==> src/design/lcw_pkg.sv <==
// Shared types and constants for the load-cell tare, calibration and weighing block.
// Used by the divider, the core and the testbench; depends on nothing else.
package lcw_pkg;

    localparam int WEIGHT_BITS = 32;
    localparam int HUNDRED = 100;
    localparam int CFG_INDEX_BITS = 2;

    typedef enum logic [1:0] {
        CMD_MEASURE = 2'd0,
        CMD_TARE = 2'd1,
        CMD_ZERO = 2'd2,
        CMD_LOAD = 2'd3
    } lcw_cmd_t;

    localparam logic [CFG_INDEX_BITS-1:0] CFG_ZERO_POINT_LOAD = 2'd0;
    localparam logic [CFG_INDEX_BITS-1:0] CFG_SPAN_POINT_LOAD = 2'd1;
    localparam logic [CFG_INDEX_BITS-1:0] CFG_START_LOAD_SPAN = 2'd2;
    localparam logic [CFG_INDEX_BITS-1:0] CFG_START_ADC_SPAN = 2'd3;

    localparam int RST_ZERO_POINT_LOAD = 0;
    localparam int RST_SPAN_POINT_LOAD = 255;
    localparam int RST_START_LOAD_SPAN = 1000;
    localparam int RST_START_ADC_SPAN = 1560;

    localparam logic [WEIGHT_BITS-1:0] WEIGHT_POS_LIMIT = 32'h7FFF_FFFF;
    localparam logic [WEIGHT_BITS-1:0] WEIGHT_NEG_LIMIT = 32'h8000_0000;

    typedef struct packed {
        logic overflow;
        logic [WEIGHT_BITS-1:0] quot;
    } lcw_quot_t;

endpackage

==> src/design/lcw_serial_mul.sv <==
// Bit-serial shift-and-add multiplier, one multiplier bit per cycle, MSB first.
// Depends on nothing beyond its parameters.
module lcw_serial_mul #(
    parameter int A_BITS = 24,
    parameter int B_BITS = 23
) (
    input  logic                     clk,
    input  logic                     rst_n,
    input  logic                     start,
    input  logic [A_BITS-1:0]        a,
    input  logic [B_BITS-1:0]        b,
    output logic [A_BITS+B_BITS-1:0] prod,
    output logic                     done
);
    localparam int P_BITS = A_BITS + B_BITS;
    localparam int CNT_BITS = $clog2(A_BITS + 1);

    logic [A_BITS-1:0] a_reg;
    logic [B_BITS-1:0] b_reg;
    logic [P_BITS-1:0] prod_reg;
    logic [CNT_BITS-1:0] cnt_reg;
    logic busy_reg;
    logic done_reg;
    logic [P_BITS-1:0] addend;

    assign addend = a_reg[A_BITS-1] ? P_BITS'(b_reg) : '0;

    always_ff @(posedge clk or negedge rst_n)
    begin
        if (!rst_n)
        begin
            cnt_reg <= '0;
            busy_reg <= 1'b0;
            done_reg <= 1'b0;
        end
        else if (start)
        begin
            cnt_reg <= CNT_BITS'(A_BITS);
            busy_reg <= 1'b1;
            done_reg <= 1'b0;
        end
        else if (busy_reg)
        begin
            cnt_reg <= cnt_reg - 1'b1;
            if (cnt_reg == CNT_BITS'(1))
            begin
                busy_reg <= 1'b0;
                done_reg <= 1'b1;
            end
        end
        else
        begin
            done_reg <= 1'b0;
        end
    end

    always_ff @(posedge clk)
    begin
        if (start)
        begin
            a_reg <= a;
            b_reg <= b;
            prod_reg <= '0;
        end
        else if (busy_reg)
        begin
            prod_reg <= {prod_reg[P_BITS-2:0], 1'b0} + addend;
            a_reg <= {a_reg[A_BITS-2:0], 1'b0};
        end
    end

    assign prod = prod_reg;
    assign done = done_reg;

endmodule

==> src/design/lcw_serial_div.sv <==
// Restoring divider, one quotient bit per cycle, with a sticky flag for quotient
// bits above the weight width. Depends on lcw_pkg.
module lcw_serial_div #(
    parameter int N_BITS = 47,
    parameter int D_BITS = 24
) (
    input  logic              clk,
    input  logic              rst_n,
    input  logic              start,
    input  logic [N_BITS-1:0] dividend,
    input  logic [D_BITS-1:0] divisor,
    output lcw_pkg::lcw_quot_t result,
    output logic              done
);
    import lcw_pkg::*;

    localparam int CNT_BITS = $clog2(N_BITS + 1);

    logic [N_BITS-1:0] dvd_reg;
    logic [D_BITS-1:0] dsr_reg;
    logic [D_BITS-1:0] rem_reg;
    logic [WEIGHT_BITS-1:0] quot_reg;
    logic ovf_reg;
    logic [CNT_BITS-1:0] cnt_reg;
    logic busy_reg;
    logic done_reg;
    logic [D_BITS:0] trial;
    logic [D_BITS:0] diff;
    logic fits;

    assign trial = {rem_reg, dvd_reg[N_BITS-1]};
    assign diff = trial - {1'b0, dsr_reg};
    assign fits = trial >= {1'b0, dsr_reg};

    always_ff @(posedge clk or negedge rst_n)
    begin
        if (!rst_n)
        begin
            cnt_reg <= '0;
            busy_reg <= 1'b0;
            done_reg <= 1'b0;
        end
        else if (start)
        begin
            cnt_reg <= CNT_BITS'(N_BITS);
            busy_reg <= 1'b1;
            done_reg <= 1'b0;
        end
        else if (busy_reg)
        begin
            cnt_reg <= cnt_reg - 1'b1;
            if (cnt_reg == CNT_BITS'(1))
            begin
                busy_reg <= 1'b0;
                done_reg <= 1'b1;
            end
        end
        else
        begin
            done_reg <= 1'b0;
        end
    end

    always_ff @(posedge clk)
    begin
        if (start)
        begin
            dvd_reg <= dividend;
            dsr_reg <= divisor;
            rem_reg <= '0;
            quot_reg <= '0;
            ovf_reg <= 1'b0;
        end
        else if (busy_reg)
        begin
            dvd_reg <= {dvd_reg[N_BITS-2:0], 1'b0};
            rem_reg <= fits ? diff[D_BITS-1:0] : trial[D_BITS-1:0];
            quot_reg <= {quot_reg[WEIGHT_BITS-2:0], fits};
            ovf_reg <= ovf_reg | quot_reg[WEIGHT_BITS-1];
        end
    end

    assign result.overflow = ovf_reg;
    assign result.quot = quot_reg;
    assign done = done_reg;

endmodule

==> src/design/load_cell_tare_calibrate_weigh_core.sv <==
// Load-cell tare, two-point calibration and weighing core.
// Each item passes through the bit-serial multiply and then the restoring divide; the
// next item is accepted only after the result has been moved to the output registers.
// The result is valid in the same cycle that the next item can be accepted; a waiting result
// does not block acceptance of the next item. Reset is asynchronous, active low, and
// restores the start scale, zero tare and calibration samples, and the default loads.
module load_cell_tare_calibrate_weigh_core #(
    parameter int SAMPLE_BITS = 24,
    parameter int LOAD_BITS = 16
) (
    input  logic                                    clk,
    input  logic                                    rst_n,
    input  logic                                    cfg_we,
    input  logic [lcw_pkg::CFG_INDEX_BITS-1:0]      cfg_index,
    input  logic [(SAMPLE_BITS > LOAD_BITS ? SAMPLE_BITS : LOAD_BITS)-1:0] cfg_data,
    input  logic                                    in_valid,
    output logic                                    in_stall,
    input  logic [1:0]                              cmd,
    input  logic [SAMPLE_BITS-1:0]                  sample,
    input  logic                                    timed_out,
    output logic                                    out_valid,
    input  logic                                    out_stall,
    output logic signed [lcw_pkg::WEIGHT_BITS-1:0]  weight,
    output logic [SAMPLE_BITS-1:0]                  raw_value,
    output logic                                    cal_rejected
);
    import lcw_pkg::*;

    localparam int NUM_BITS = LOAD_BITS + 7;
    localparam int PROD_BITS = SAMPLE_BITS + NUM_BITS;
    localparam int CMP_BITS = SAMPLE_BITS > NUM_BITS ? SAMPLE_BITS : NUM_BITS;
    localparam logic [LOAD_BITS-1:0] RST_LOAD = LOAD_BITS'(RST_START_LOAD_SPAN);
    localparam logic [SAMPLE_BITS-1:0] RST_ADC = SAMPLE_BITS'(RST_START_ADC_SPAN);
    localparam logic RST_SCALED =
        CMP_BITS'(RST_ADC) > CMP_BITS'(NUM_BITS'(RST_LOAD) * NUM_BITS'(HUNDRED));

    typedef enum logic [1:0] {
        ST_IDLE,
        ST_MUL,
        ST_DIV,
        ST_DONE
    } state_t;

    state_t state_reg;

    logic [LOAD_BITS-1:0] zero_point_load_reg;
    logic [LOAD_BITS-1:0] span_point_load_reg;
    logic [LOAD_BITS-1:0] start_load_span_reg;
    logic [SAMPLE_BITS-1:0] start_adc_span_reg;
    logic [SAMPLE_BITS-1:0] tare_offset_reg;
    logic [SAMPLE_BITS-1:0] zero_point_sample_reg;
    logic [SAMPLE_BITS-1:0] load_point_sample_reg;
    logic [LOAD_BITS-1:0] load_span_reg;
    logic [SAMPLE_BITS-1:0] adc_span_reg;
    logic scaled_reg;
    logic calibrated_reg;

    logic [SAMPLE_BITS-1:0] raw_reg;
    logic rejected_reg;
    logic neg_reg;
    logic mul_start_reg;

    logic out_valid_reg;
    logic [WEIGHT_BITS-1:0] weight_reg;
    logic [SAMPLE_BITS-1:0] raw_value_reg;
    logic cal_rejected_reg;

    logic in_accept;
    logic [SAMPLE_BITS-1:0] raw_in;
    logic [LOAD_BITS-1:0] dl;
    logic [SAMPLE_BITS-1:0] da;
    logic cal_ok;
    logic cal_scaled;
    logic [LOAD_BITS-1:0] cfg_load_next;
    logic [SAMPLE_BITS-1:0] cfg_adc_next;
    logic cfg_scaled_next;
    logic cfg_reload;

    logic neg_now;
    logic [SAMPLE_BITS-1:0] mag;
    logic [NUM_BITS-1:0] num;
    logic [PROD_BITS-1:0] prod;
    logic mul_done;
    lcw_quot_t div_result;
    logic div_done;
    logic sat;
    logic [WEIGHT_BITS-1:0] q_final;
    logic [WEIGHT_BITS-1:0] weight_next;
    logic out_free;

    assign in_accept = in_valid && !in_stall;
    assign in_stall = state_reg != ST_IDLE;
    assign out_free = !out_valid_reg || !out_stall;

    assign raw_in = timed_out ? '0 : {~sample[SAMPLE_BITS-1], sample[SAMPLE_BITS-2:0]};
    assign dl = (span_point_load_reg > zero_point_load_reg)
        ? span_point_load_reg - zero_point_load_reg
        : zero_point_load_reg - span_point_load_reg;
    assign da = (zero_point_sample_reg > raw_in)
        ? zero_point_sample_reg - raw_in
        : raw_in - zero_point_sample_reg;
    assign cal_ok = (dl != '0) && (da != '0);
    assign cal_scaled = CMP_BITS'(da) > CMP_BITS'(NUM_BITS'(dl) * NUM_BITS'(HUNDRED));

    assign cfg_load_next = (cfg_index == CFG_START_LOAD_SPAN)
        ? cfg_data[LOAD_BITS-1:0] : start_load_span_reg;
    assign cfg_adc_next = (cfg_index == CFG_START_ADC_SPAN)
        ? cfg_data[SAMPLE_BITS-1:0] : start_adc_span_reg;
    assign cfg_scaled_next =
        CMP_BITS'(cfg_adc_next) > CMP_BITS'(NUM_BITS'(cfg_load_next) * NUM_BITS'(HUNDRED));
    assign cfg_reload = cfg_we && !calibrated_reg
        && (cfg_index == CFG_START_LOAD_SPAN || cfg_index == CFG_START_ADC_SPAN);

    assign neg_now = tare_offset_reg < raw_reg;
    assign mag = neg_now ? raw_reg - tare_offset_reg : tare_offset_reg - raw_reg;
    assign num = scaled_reg ? NUM_BITS'(load_span_reg) * NUM_BITS'(HUNDRED)
                            : NUM_BITS'(load_span_reg);

    lcw_serial_mul #(
        .A_BITS(SAMPLE_BITS),
        .B_BITS(NUM_BITS)
    ) u_mul (
        .clk(clk),
        .rst_n(rst_n),
        .start(mul_start_reg),
        .a(mag),
        .b(num),
        .prod(prod),
        .done(mul_done)
    );

    lcw_serial_div #(
        .N_BITS(PROD_BITS),
        .D_BITS(SAMPLE_BITS)
    ) u_div (
        .clk(clk),
        .rst_n(rst_n),
        .start(mul_done),
        .dividend(prod),
        .divisor(adc_span_reg),
        .result(div_result),
        .done(div_done)
    );

    always_comb
    begin
        if (neg_reg)
        begin
            sat = div_result.overflow || (div_result.quot > WEIGHT_NEG_LIMIT);
            q_final = sat ? WEIGHT_NEG_LIMIT : div_result.quot;
            q_final = '0 - q_final;
        end
        else
        begin
            sat = div_result.overflow || div_result.quot[WEIGHT_BITS-1];
            q_final = sat ? WEIGHT_POS_LIMIT : div_result.quot;
        end
        weight_next = (adc_span_reg == '0) ? '0 : q_final;
    end

    always_ff @(posedge clk or negedge rst_n)
    begin
        if (!rst_n)
        begin
            state_reg <= ST_IDLE;
            zero_point_load_reg <= LOAD_BITS'(RST_ZERO_POINT_LOAD);
            span_point_load_reg <= LOAD_BITS'(RST_SPAN_POINT_LOAD);
            start_load_span_reg <= RST_LOAD;
            start_adc_span_reg <= RST_ADC;
            tare_offset_reg <= '0;
            zero_point_sample_reg <= '0;
            load_point_sample_reg <= '0;
            load_span_reg <= RST_LOAD;
            adc_span_reg <= RST_ADC;
            scaled_reg <= RST_SCALED;
            calibrated_reg <= 1'b0;
            raw_reg <= '0;
            rejected_reg <= 1'b0;
            neg_reg <= 1'b0;
            mul_start_reg <= 1'b0;
            out_valid_reg <= 1'b0;
            weight_reg <= '0;
            raw_value_reg <= '0;
            cal_rejected_reg <= 1'b0;
        end
        else
        begin
            mul_start_reg <= in_accept;
            if (out_valid_reg && !out_stall && state_reg != ST_DONE)
            begin
                out_valid_reg <= 1'b0;
            end

            if (cfg_we)
            begin
                unique case (cfg_index)
                    CFG_ZERO_POINT_LOAD: zero_point_load_reg <= cfg_data[LOAD_BITS-1:0];
                    CFG_SPAN_POINT_LOAD: span_point_load_reg <= cfg_data[LOAD_BITS-1:0];
                    CFG_START_LOAD_SPAN: start_load_span_reg <= cfg_data[LOAD_BITS-1:0];
                    CFG_START_ADC_SPAN: start_adc_span_reg <= cfg_data[SAMPLE_BITS-1:0];
                    default: ;
                endcase
                if (cfg_reload)
                begin
                    load_span_reg <= cfg_load_next;
                    adc_span_reg <= cfg_adc_next;
                    scaled_reg <= cfg_scaled_next;
                end
            end

            unique case (state_reg)
                ST_IDLE:
                begin
                    if (in_accept)
                    begin
                        raw_reg <= raw_in;
                        rejected_reg <= 1'b0;
                        state_reg <= ST_MUL;
                        unique case (lcw_cmd_t'(cmd))
                            CMD_MEASURE: ;
                            CMD_TARE: tare_offset_reg <= raw_in;
                            CMD_ZERO: zero_point_sample_reg <= raw_in;
                            CMD_LOAD:
                            begin
                                load_point_sample_reg <= raw_in;
                                if (cal_ok)
                                begin
                                    load_span_reg <= dl;
                                    adc_span_reg <= da;
                                    scaled_reg <= cal_scaled;
                                    calibrated_reg <= 1'b1;
                                end
                                else
                                begin
                                    rejected_reg <= 1'b1;
                                end
                            end
                            default: ;
                        endcase
                    end
                end
                ST_MUL:
                begin
                    if (mul_start_reg)
                    begin
                        neg_reg <= neg_now;
                    end
                    if (mul_done)
                    begin
                        state_reg <= ST_DIV;
                    end
                end
                ST_DIV:
                begin
                    if (div_done)
                    begin
                        state_reg <= ST_DONE;
                    end
                end
                ST_DONE:
                begin
                    if (out_free)
                    begin
                        out_valid_reg <= 1'b1;
                        weight_reg <= weight_next;
                        raw_value_reg <= raw_reg;
                        cal_rejected_reg <= rejected_reg;
                        state_reg <= ST_IDLE;
                    end
                end
                default: state_reg <= ST_IDLE;
            endcase
        end
    end

    assign out_valid = out_valid_reg;
    assign weight = weight_reg;
    assign raw_value = raw_value_reg;
    assign cal_rejected = cal_rejected_reg;

    a_mul_done_in_mul: assert property (@(posedge clk) disable iff (!rst_n)
        mul_done |-> state_reg == ST_MUL)
        else $error("multiplier finished outside the multiply phase");

    a_div_done_in_div: assert property (@(posedge clk) disable iff (!rst_n)
        div_done |-> state_reg == ST_DIV)
        else $error("divider finished outside the divide phase");

    a_accept_starts_mul: assert property (@(posedge clk) disable iff (!rst_n)
        in_accept |=> mul_start_reg)
        else $error("accepted item did not start the multiplier");

    a_calibrated_by_load: assert property (@(posedge clk) disable iff (!rst_n)
        $rose(calibrated_reg) |-> $past(in_accept && cmd == CMD_LOAD))
        else $error("calibration flag set without a load capture");

    a_rejected_only_load: assert property (@(posedge clk) disable iff (!rst_n)
        (in_accept && cmd != CMD_LOAD) |=> !rejected_reg)
        else $error("rejection flagged for a command other than load capture");

endmodule

==> config.mk <==
export PLATFORM = sky130hd
export DESIGN_NAME = load_cell_tare_calibrate_weigh_core
export DESIGN_NICKNAME = d
export VERILOG_FILES = /design/src/design/lcw_pkg.sv /design/src/design/lcw_serial_mul.sv /design/src/design/lcw_serial_div.sv /design/src/design/load_cell_tare_calibrate_weigh_core.sv
export SDC_FILE = /design/constraint.sdc
export NUM_CORES = 2
export LEC_CHECK = 0
export ABC_AREA = 1
export ABC_CLOCK_PERIOD_IN_PS = 14700
export BUFFER_PORTS_ARGS = -buffer_cell sky130_fd_sc_hd__buf_2
export CAP_MARGIN = 20
export CELL_PAD_IN_SITES_DETAIL_PLACEMENT = 1
export CELL_PAD_IN_SITES_GLOBAL_PLACEMENT = 2
export CORE_MARGIN = 2
export CORE_UTILIZATION = 40
export DETAILED_ROUTE_END_ITERATION = 8
export PLACE_DENSITY_LB_ADDON = 0.1
export SYNTH_ARGS = -nofsm -noshare
export SYNTH_HDL_FRONTEND = slang
export SYNTH_SLANG_ARGS = --single-unit
==> constraint.sdc <==
create_clock -name clk -period 14.7 [get_ports clk]
set_input_delay 2.205 -clock clk [delete_from_list [all_inputs] [get_ports clk]]
set_output_delay 2.205 -clock clk [all_outputs]
set_load 0.01 [all_outputs]
# Word-level counts from Yosys, hierarchy flattened
# Index checks and enable logic that the tools add are counted.
word_totals:
  register_bits: 486
  output_inout_bits: 59
  word_cells: 168
  inputBits: 58
op_classes:
  n_eq_ne: 18
  bitwise: 2
  add_sub_neg: 11
  n_lt_le_gt_ge: 7
  mul: 3
  n_mux: 61
  reduce_logical: 31
ops:
  columns: ["cell", "count"]
  rows:
  - ["24-bit two-way mux", 13]
  - ["16-bit two-way mux", 9]
  - ["32-bit two-way mux", 4]
  - ["24-bit subtractor", 5]
  - ["47-bit two-way mux", 2]
  - ["16-bit by 5-bit multiplier with 21-bit output, second input constant", 3]
  - ["24-bit by 23-bit greater-than comparator with 1-bit output", 2]
  - ["47-bit adder", 1]
  - ["32-bit greater-than comparator, second input constant", 1]
  - ["1-bit by 32-bit subtractor with 32-bit output, first input constant", 1]
  - ["16-bit subtractor", 2]
  - ["25-bit by 24-bit greater-or-equal comparator with 1-bit output", 1]
  - ["24-bit greater-than comparator", 1]
  - ["24-bit zero test", 1]
  - ["24-bit < comparator", 1]
  - ["24-bit nonzero test", 1]
  - ["1-bit two-way mux", 23]
  - ["23-bit two-way mux", 1]
  - ["16-bit greater-than comparator", 1]
  - ["16-bit nonzero test", 1]
  - ["2-bit == test, second input constant", 6]
  - ["6-bit two-way mux", 2]
  - ["5-bit two-way mux", 2]
  - ["2-bit AND reduction", 5]
  - ["19 further kinds", 44]

# Logic depth before layout (Yosys ltp)
depth:
  ltp_word: 10
  mapped_depth: 48

# Modules after synthesis
# Synthesis repeated with hierarchy kept, for this count alone.
hier_totals:
  cells_unflattened: 5577
  area_unflattened_um2: 38574.5
modules_own_cells:
  columns: ["mod", "seq_area_each_um2", "area_per_inst_um2", "instances", "cells_per_inst"]
  rows:
  - ["load_cell_tare_calibrate_weigh_core", 6266.0, 25268.0, 1, 3763]
  - ["lcw_serial_div", 3473.3, 7205.7, 1, 931]
  - ["lcw_serial_mul", 2527.4, 6100.9, 1, 883]

# Least setup slack after synthesis
# Ideal clock, no wire load.
synth_path:
  kind: "input to register"
  start: "in cfg_index[1] (netlist bit)"
  end: "reg scaled_reg"
  arrival_time_ns: 7.116
  required_time_ns: 14.587
  path_buffers: 2
  setup_time_ns: 0.113
  path_slack_ns: 7.471
  path_stages: 33
  cell_sequence: "inv_1 -> or2_2 -> clkbuf_1 -> clkbuf_1 -> o21ai_0 -> inv_1 -> ha_1 -> ha_1 -> inv_1 -> fa_1 -> inv_1 -> ha_1 -> nand2_1 -> nor3_1 -> nand2_1 -> o211ai_1 -> nand2_1 -> a21oi_1 -> a31oi_1 -> o21ai_0 -> nand2_1 -> nand2_1 -> nand2_1 -> nand3_1 -> nand2_1 -> ha_1 -> nand4_1 -> nor3_1 -> a41oi_1 -> a22oi_1 -> nand2_1 -> nand2_1 -> inv_1"
synth_via:
  elab_chain_len: 10
synth_lines:
  columns: ["item", "line", "rtl"]
  rows:
  - ["from (decl)", "load_cell_tare_calibrate_weigh_core.sv:14", "input logic [lcw_pkg::CFG_INDEX_BITS-1:0] cfg_index,"]
  - ["2-bit == test *", "load_cell_tare_calibrate_weigh_core.sv:105", "assign cfg_load_next = (cfg_index == CFG_START_LOAD_SPAN)"]
  - ["16-bit two-way mux *", null, null]
  - ["net cfg_load_next[6]", "load_cell_tare_calibrate_weigh_core.sv:74", "logic [LOAD_BITS-1:0] cfg_load_next;"]
  - ["16-bit by 5-bit multiplier with 21-bit output *", "load_cell_tare_calibrate_weigh_core.sv:110", "CMP_BITS'(cfg_adc_next) > CMP_BITS'(NUM_BITS'(cfg_load_next) * NUM_BITS'(HUNDRED));"]
  - ["24-bit by 23-bit greater-than comparator with 1-bit output *", "load_cell_tare_calibrate_weigh_core.sv:110", null]
  - ["1-bit two-way mux *", "load_cell_tare_calibrate_weigh_core.sv:203", "if (cfg_reload)"]
  - ["1-bit two-way mux *", "load_cell_tare_calibrate_weigh_core.sv:194", "if (cfg_we)"]
  - ["1-bit two-way mux", "load_cell_tare_calibrate_weigh_core.sv:226", "if (cal_ok)"]
  - ["1-bit two-way mux", "load_cell_tare_calibrate_weigh_core.sv:219", "unique case (lcw_cmd_t'(cmd))"]
  - ["1-bit two-way mux", "load_cell_tare_calibrate_weigh_core.sv:214", "if (in_accept)"]
  - ["1-bit two-way mux *", "load_cell_tare_calibrate_weigh_core.sv:211", "unique case (state_reg)"]
  - ["to (signal assigned)", "load_cell_tare_calibrate_weigh_core.sv:207", "scaled_reg <= cfg_scaled_next;"]
  - ["to (signal assigned)", "load_cell_tare_calibrate_weigh_core.sv:230", "scaled_reg <= cal_scaled;"]
  - ["to (decl)", "load_cell_tare_calibrate_weigh_core.sv:55", "logic scaled_reg;"]
# Mark *: on every way through the listed nets, which the timed path passes. The rest lies on a longest branch.
# A chain may end at the register's enable or synchronous reset.

# Final worst setup path
layout_path:
  start: "reg span_point_load_reg[0]"
  end: "reg scaled_reg"
layout_via:
  elab_chain_len: 8
layout_lines:
  columns: ["item", "line", "rtl"]
  rows:
  - ["from (decl)", "load_cell_tare_calibrate_weigh_core.sv:47", "logic [LOAD_BITS-1:0] span_point_load_reg;"]
  - ["from (signal assigned)", "load_cell_tare_calibrate_weigh_core.sv:167", "span_point_load_reg <= LOAD_BITS'(RST_SPAN_POINT_LOAD);"]
  - ["from (signal assigned)", "load_cell_tare_calibrate_weigh_core.sv:198", "CFG_SPAN_POINT_LOAD: span_point_load_reg <= cfg_data[LOAD_BITS-1:0];"]
  - ["16-bit subtractor, or another cell as far along", "load_cell_tare_calibrate_weigh_core.sv:98", ": zero_point_load_reg - span_point_load_reg;"]
  - ["16-bit two-way mux *", "load_cell_tare_calibrate_weigh_core.sv:97", "? span_point_load_reg - zero_point_load_reg"]
  - ["16-bit by 5-bit multiplier with 21-bit output or 16-bit nonzero test (tied branches)", "load_cell_tare_calibrate_weigh_core.sv:103, load_cell_tare_calibrate_weigh_core.sv:102", null]
  - ["24-bit by 23-bit greater-than comparator with 1-bit output or 1-bit logical AND (tied branches)", "load_cell_tare_calibrate_weigh_core.sv:103, load_cell_tare_calibrate_weigh_core.sv:102", null]
  - ["1-bit two-way mux *", "load_cell_tare_calibrate_weigh_core.sv:226", null]
  - ["1-bit two-way mux *", "load_cell_tare_calibrate_weigh_core.sv:219", null]
  - ["1-bit two-way mux *", "load_cell_tare_calibrate_weigh_core.sv:214", null]
  - ["1-bit two-way mux *", "load_cell_tare_calibrate_weigh_core.sv:211", null]
# Every way passes the cells marked *; elsewhere a longest branch is shown, timed or not.

==> impl_metrics.py <==
metrics = {
    "min_path": {
        "hp-class": "flip-flop to flip-flop",
        "holdCritStartpoint": "start_adc_span_reg[10]",
    },
    "timing": {
        "min_period_ns": 7.85,
        "max_freq_ghz": 0.127,
        "worstMarginPinSlew_ns": 1.03,
        "post-route-period-util_pct": 53.4,
        "tns_ns": 0,
        "finalSetupViolCount": 0,
        "final.setup.worst_slack_ns": 6.85,
        "fin_skew_ns": 0.0530,
        "slew_violations": 0,
        "hold_viol_final": 0,
        "relSlewSlack_pct": 31.5,
        "rsz0062_at_grt": "no",
    },
    "drt": {
        "drt-total-wl_mm": 120,
        "vias": 33405,
        "wire_per_inst_um": 18.6,
        "vias_per_cell": 5.18,
        "drt_iter0_drc": 1623,
        "drc": 0,
        "firstDrtPassIters": 5,
        "ant_nets": 0,
    },
    "clocking": {
        "cts_sinks": 486,
        "cts_tree": "yes",
        "cts_root_buffer": "clkbuf_16",
        "clk_latency_ns": 0.68,
        "cts_buffer_depth": 3,
        "post_cts.repair.setup_buffers": 0,
        "cts.htree.levels": 2,
        "path_clk_slew_ns": 0.06,
        "cts_resized": 0,
        "cts_buffers": 59,
        "cts_hold_buf": 0,
    },
    "logic_synthesis": {
        "synthFlopType": "dfrtp_1",
        "synth.distinct_cells": 62,
        "synth_nets": 5626,
        "syn_area_per_cell_um2": 7.14,
        "synth_edf_count": 118,
        "synth_cells": 5143,
        "ys.warnings.count": 0,
        "yosysSeqAreaShare_pct": 33.4,
        "syn_area_mm2": 0.0367,
        "ys_ff_latch": 486,
        "synthArstFlopShare_pct": 54.3,
    },
    "setup_path": {
        "arrival_ns": 8.41,
        "cpLargestDelayFamily": "simple AND/OR/NAND/NOR gates",
        "cp_slowest_cell": "dfstp_2",
        "cp_num_buf_inv": 8,
        "cp-start-kind": "flip-flop",
        "worst_setup_path_end_kind": "flip-flop",
        "r2r_slack_ns": 6.85,
        "crit_required_ns": 15.26,
        "startpoint": "span_point_load_reg[0]",
        "crit_top_cell": "nand2_1",
        "critPathMaxFanout": 21,
        "reg2reg_from": "span_point_load_reg[0]",
        "critPathKind": "flip-flop to flip-flop",
        "slowest_delay_ns": 0.54,
    },
    "layout": {
        "final_common_cell": "nand2_1",
        "nNetsFinal": 5693,
        "num_antenna_cells": 0,
        "drive_gt1_share_pct": 5.63,
        "final_cell_mix": "1505 x nand2_1, 840 x inv_1, 528 x o21ai_0",
        "syn_to_final_growth_pct": 10.1,
    },
    "floorplanning": {
        "die_h_um": 307,
        "pin_count": 117,
        "coreArea_mm2": 0.0914,
        "die_w_um": 307,
        "die-area_mm2": 0.0943,
        "initial_core_util_pct": 40.2,
        "rows": 111,
    },
    "global_route": {
        "grt_pass1_vias": 34655,
        "grt_pass1_wl_mm": 192,
        "grt_overflow": 0,
        "antenna_found_initial": 1,
        "grt_max_degree": 131,
        "grt_usage_pct": 25.5,
    },
    "place": {
        "io_buffers": 116,
        "pre_cts_ws_ns": 6.64,
        "gp_congestion": 0.866,
        "hpwlAfterDp_mm": 95.2,
    },
    "status": {
        "status": "complete, no violations",
    },
    "job": {
        "drv_cap": 0,
    },
}
[final timing paths]
| kind | endpoint | depth (start not counted) |
|---|---|---|
| max | scaled_reg | 44 |
| max in group asynchronous | zero_point_load_reg[7] | 3 |
| min in group asynchronous | weight[19] | 1 |
| min | start_adc_span_reg[10] | 2 |
| max reg2reg | scaled_reg | 44 |
| min reg2reg | start_adc_span_reg[10] | 2 |
[metal layers]
metal,vias to the layer above,track usage [%],wire (µm),part of all wire [%]
li1,16730,-,-,-
met1,16203,34.8,57300,48
met2,346,44.2,57300,48
met3,126,1.85,2880,2.4
met4,0,5.94,2500,2.1
met5,-,0,0,0
[worst register-to-register path: cells and delay by family, from the launching register on]
family          cells  cell delay (ns)
flops               1             0.54
fa+ha+maj           7             2.16
buf+inv             8             0.51
simple gates       22             2.42
compound gates      6             1.64
xor+xnor            1             0.47
[cell type report]
class                      instances  area [µm²]
clock buffer                      85        1630
fill                           11693       51000
inverter                         848        3180
sequential                       486       12300
clock inverter                    27         295
timing repair buffer             152         873
multi-input combinational       3663       20700
tap                             1186        1480
[logic make-up after synthesis]
| logic type | after synthesis | synth area share (%) |
|---|---|---|
| compound gates | 1035 | 15.2 |
| simple gates | 2075 | 22.7 |
| buf+inv | 994 | 10.3 |
| mux | 5 | 0.136 |
| xor+xnor | 123 | 2.93 |
| fa+ha+maj | 425 | 15.3 |
| flops | 486 | 33.4 |
[stage by stage]
stage	cells	util, %	hold WS [ns]	area, µm²
5_1_grt	6447	44.2	0.489	40400
4_1_cts	6447	44.2	0.469	40400
3_5_place_dp	6335	42.1	0.459	38500
2_1_floorplan	5143	-	0.441	36700
3_3_place_gp	6335	42.1	0.457	38500
6_report	6447	44.2	0.469	40400
[cell usage after synthesis (all sizes together) (18+ instances only)]
library cell	count	share of area, %
xnor2	36	0.86
buf	36	0.53
nand3	163	2.3
ha	384	13
o21ai	543	7.4
nor4	18	0.31
dfrtp	236	16
clkbuf	110	1.1
nand2	1509	15
dfxtp	104	5.7
o22ai	56	0.95
nor3	49	0.68
o211ai	19	0.39
dfstp	28	2.0
xor2	87	2.1
nor2	265	2.7
nand4	51	0.87
fa	41	2.2
inv	843	8.6
a21oi	310	4.2
edfxtp	118	9.6
Power is left out: the tool's default activity adds up to more than one toggle a clock period on the data nets, which glitch-free logic cannot reach.
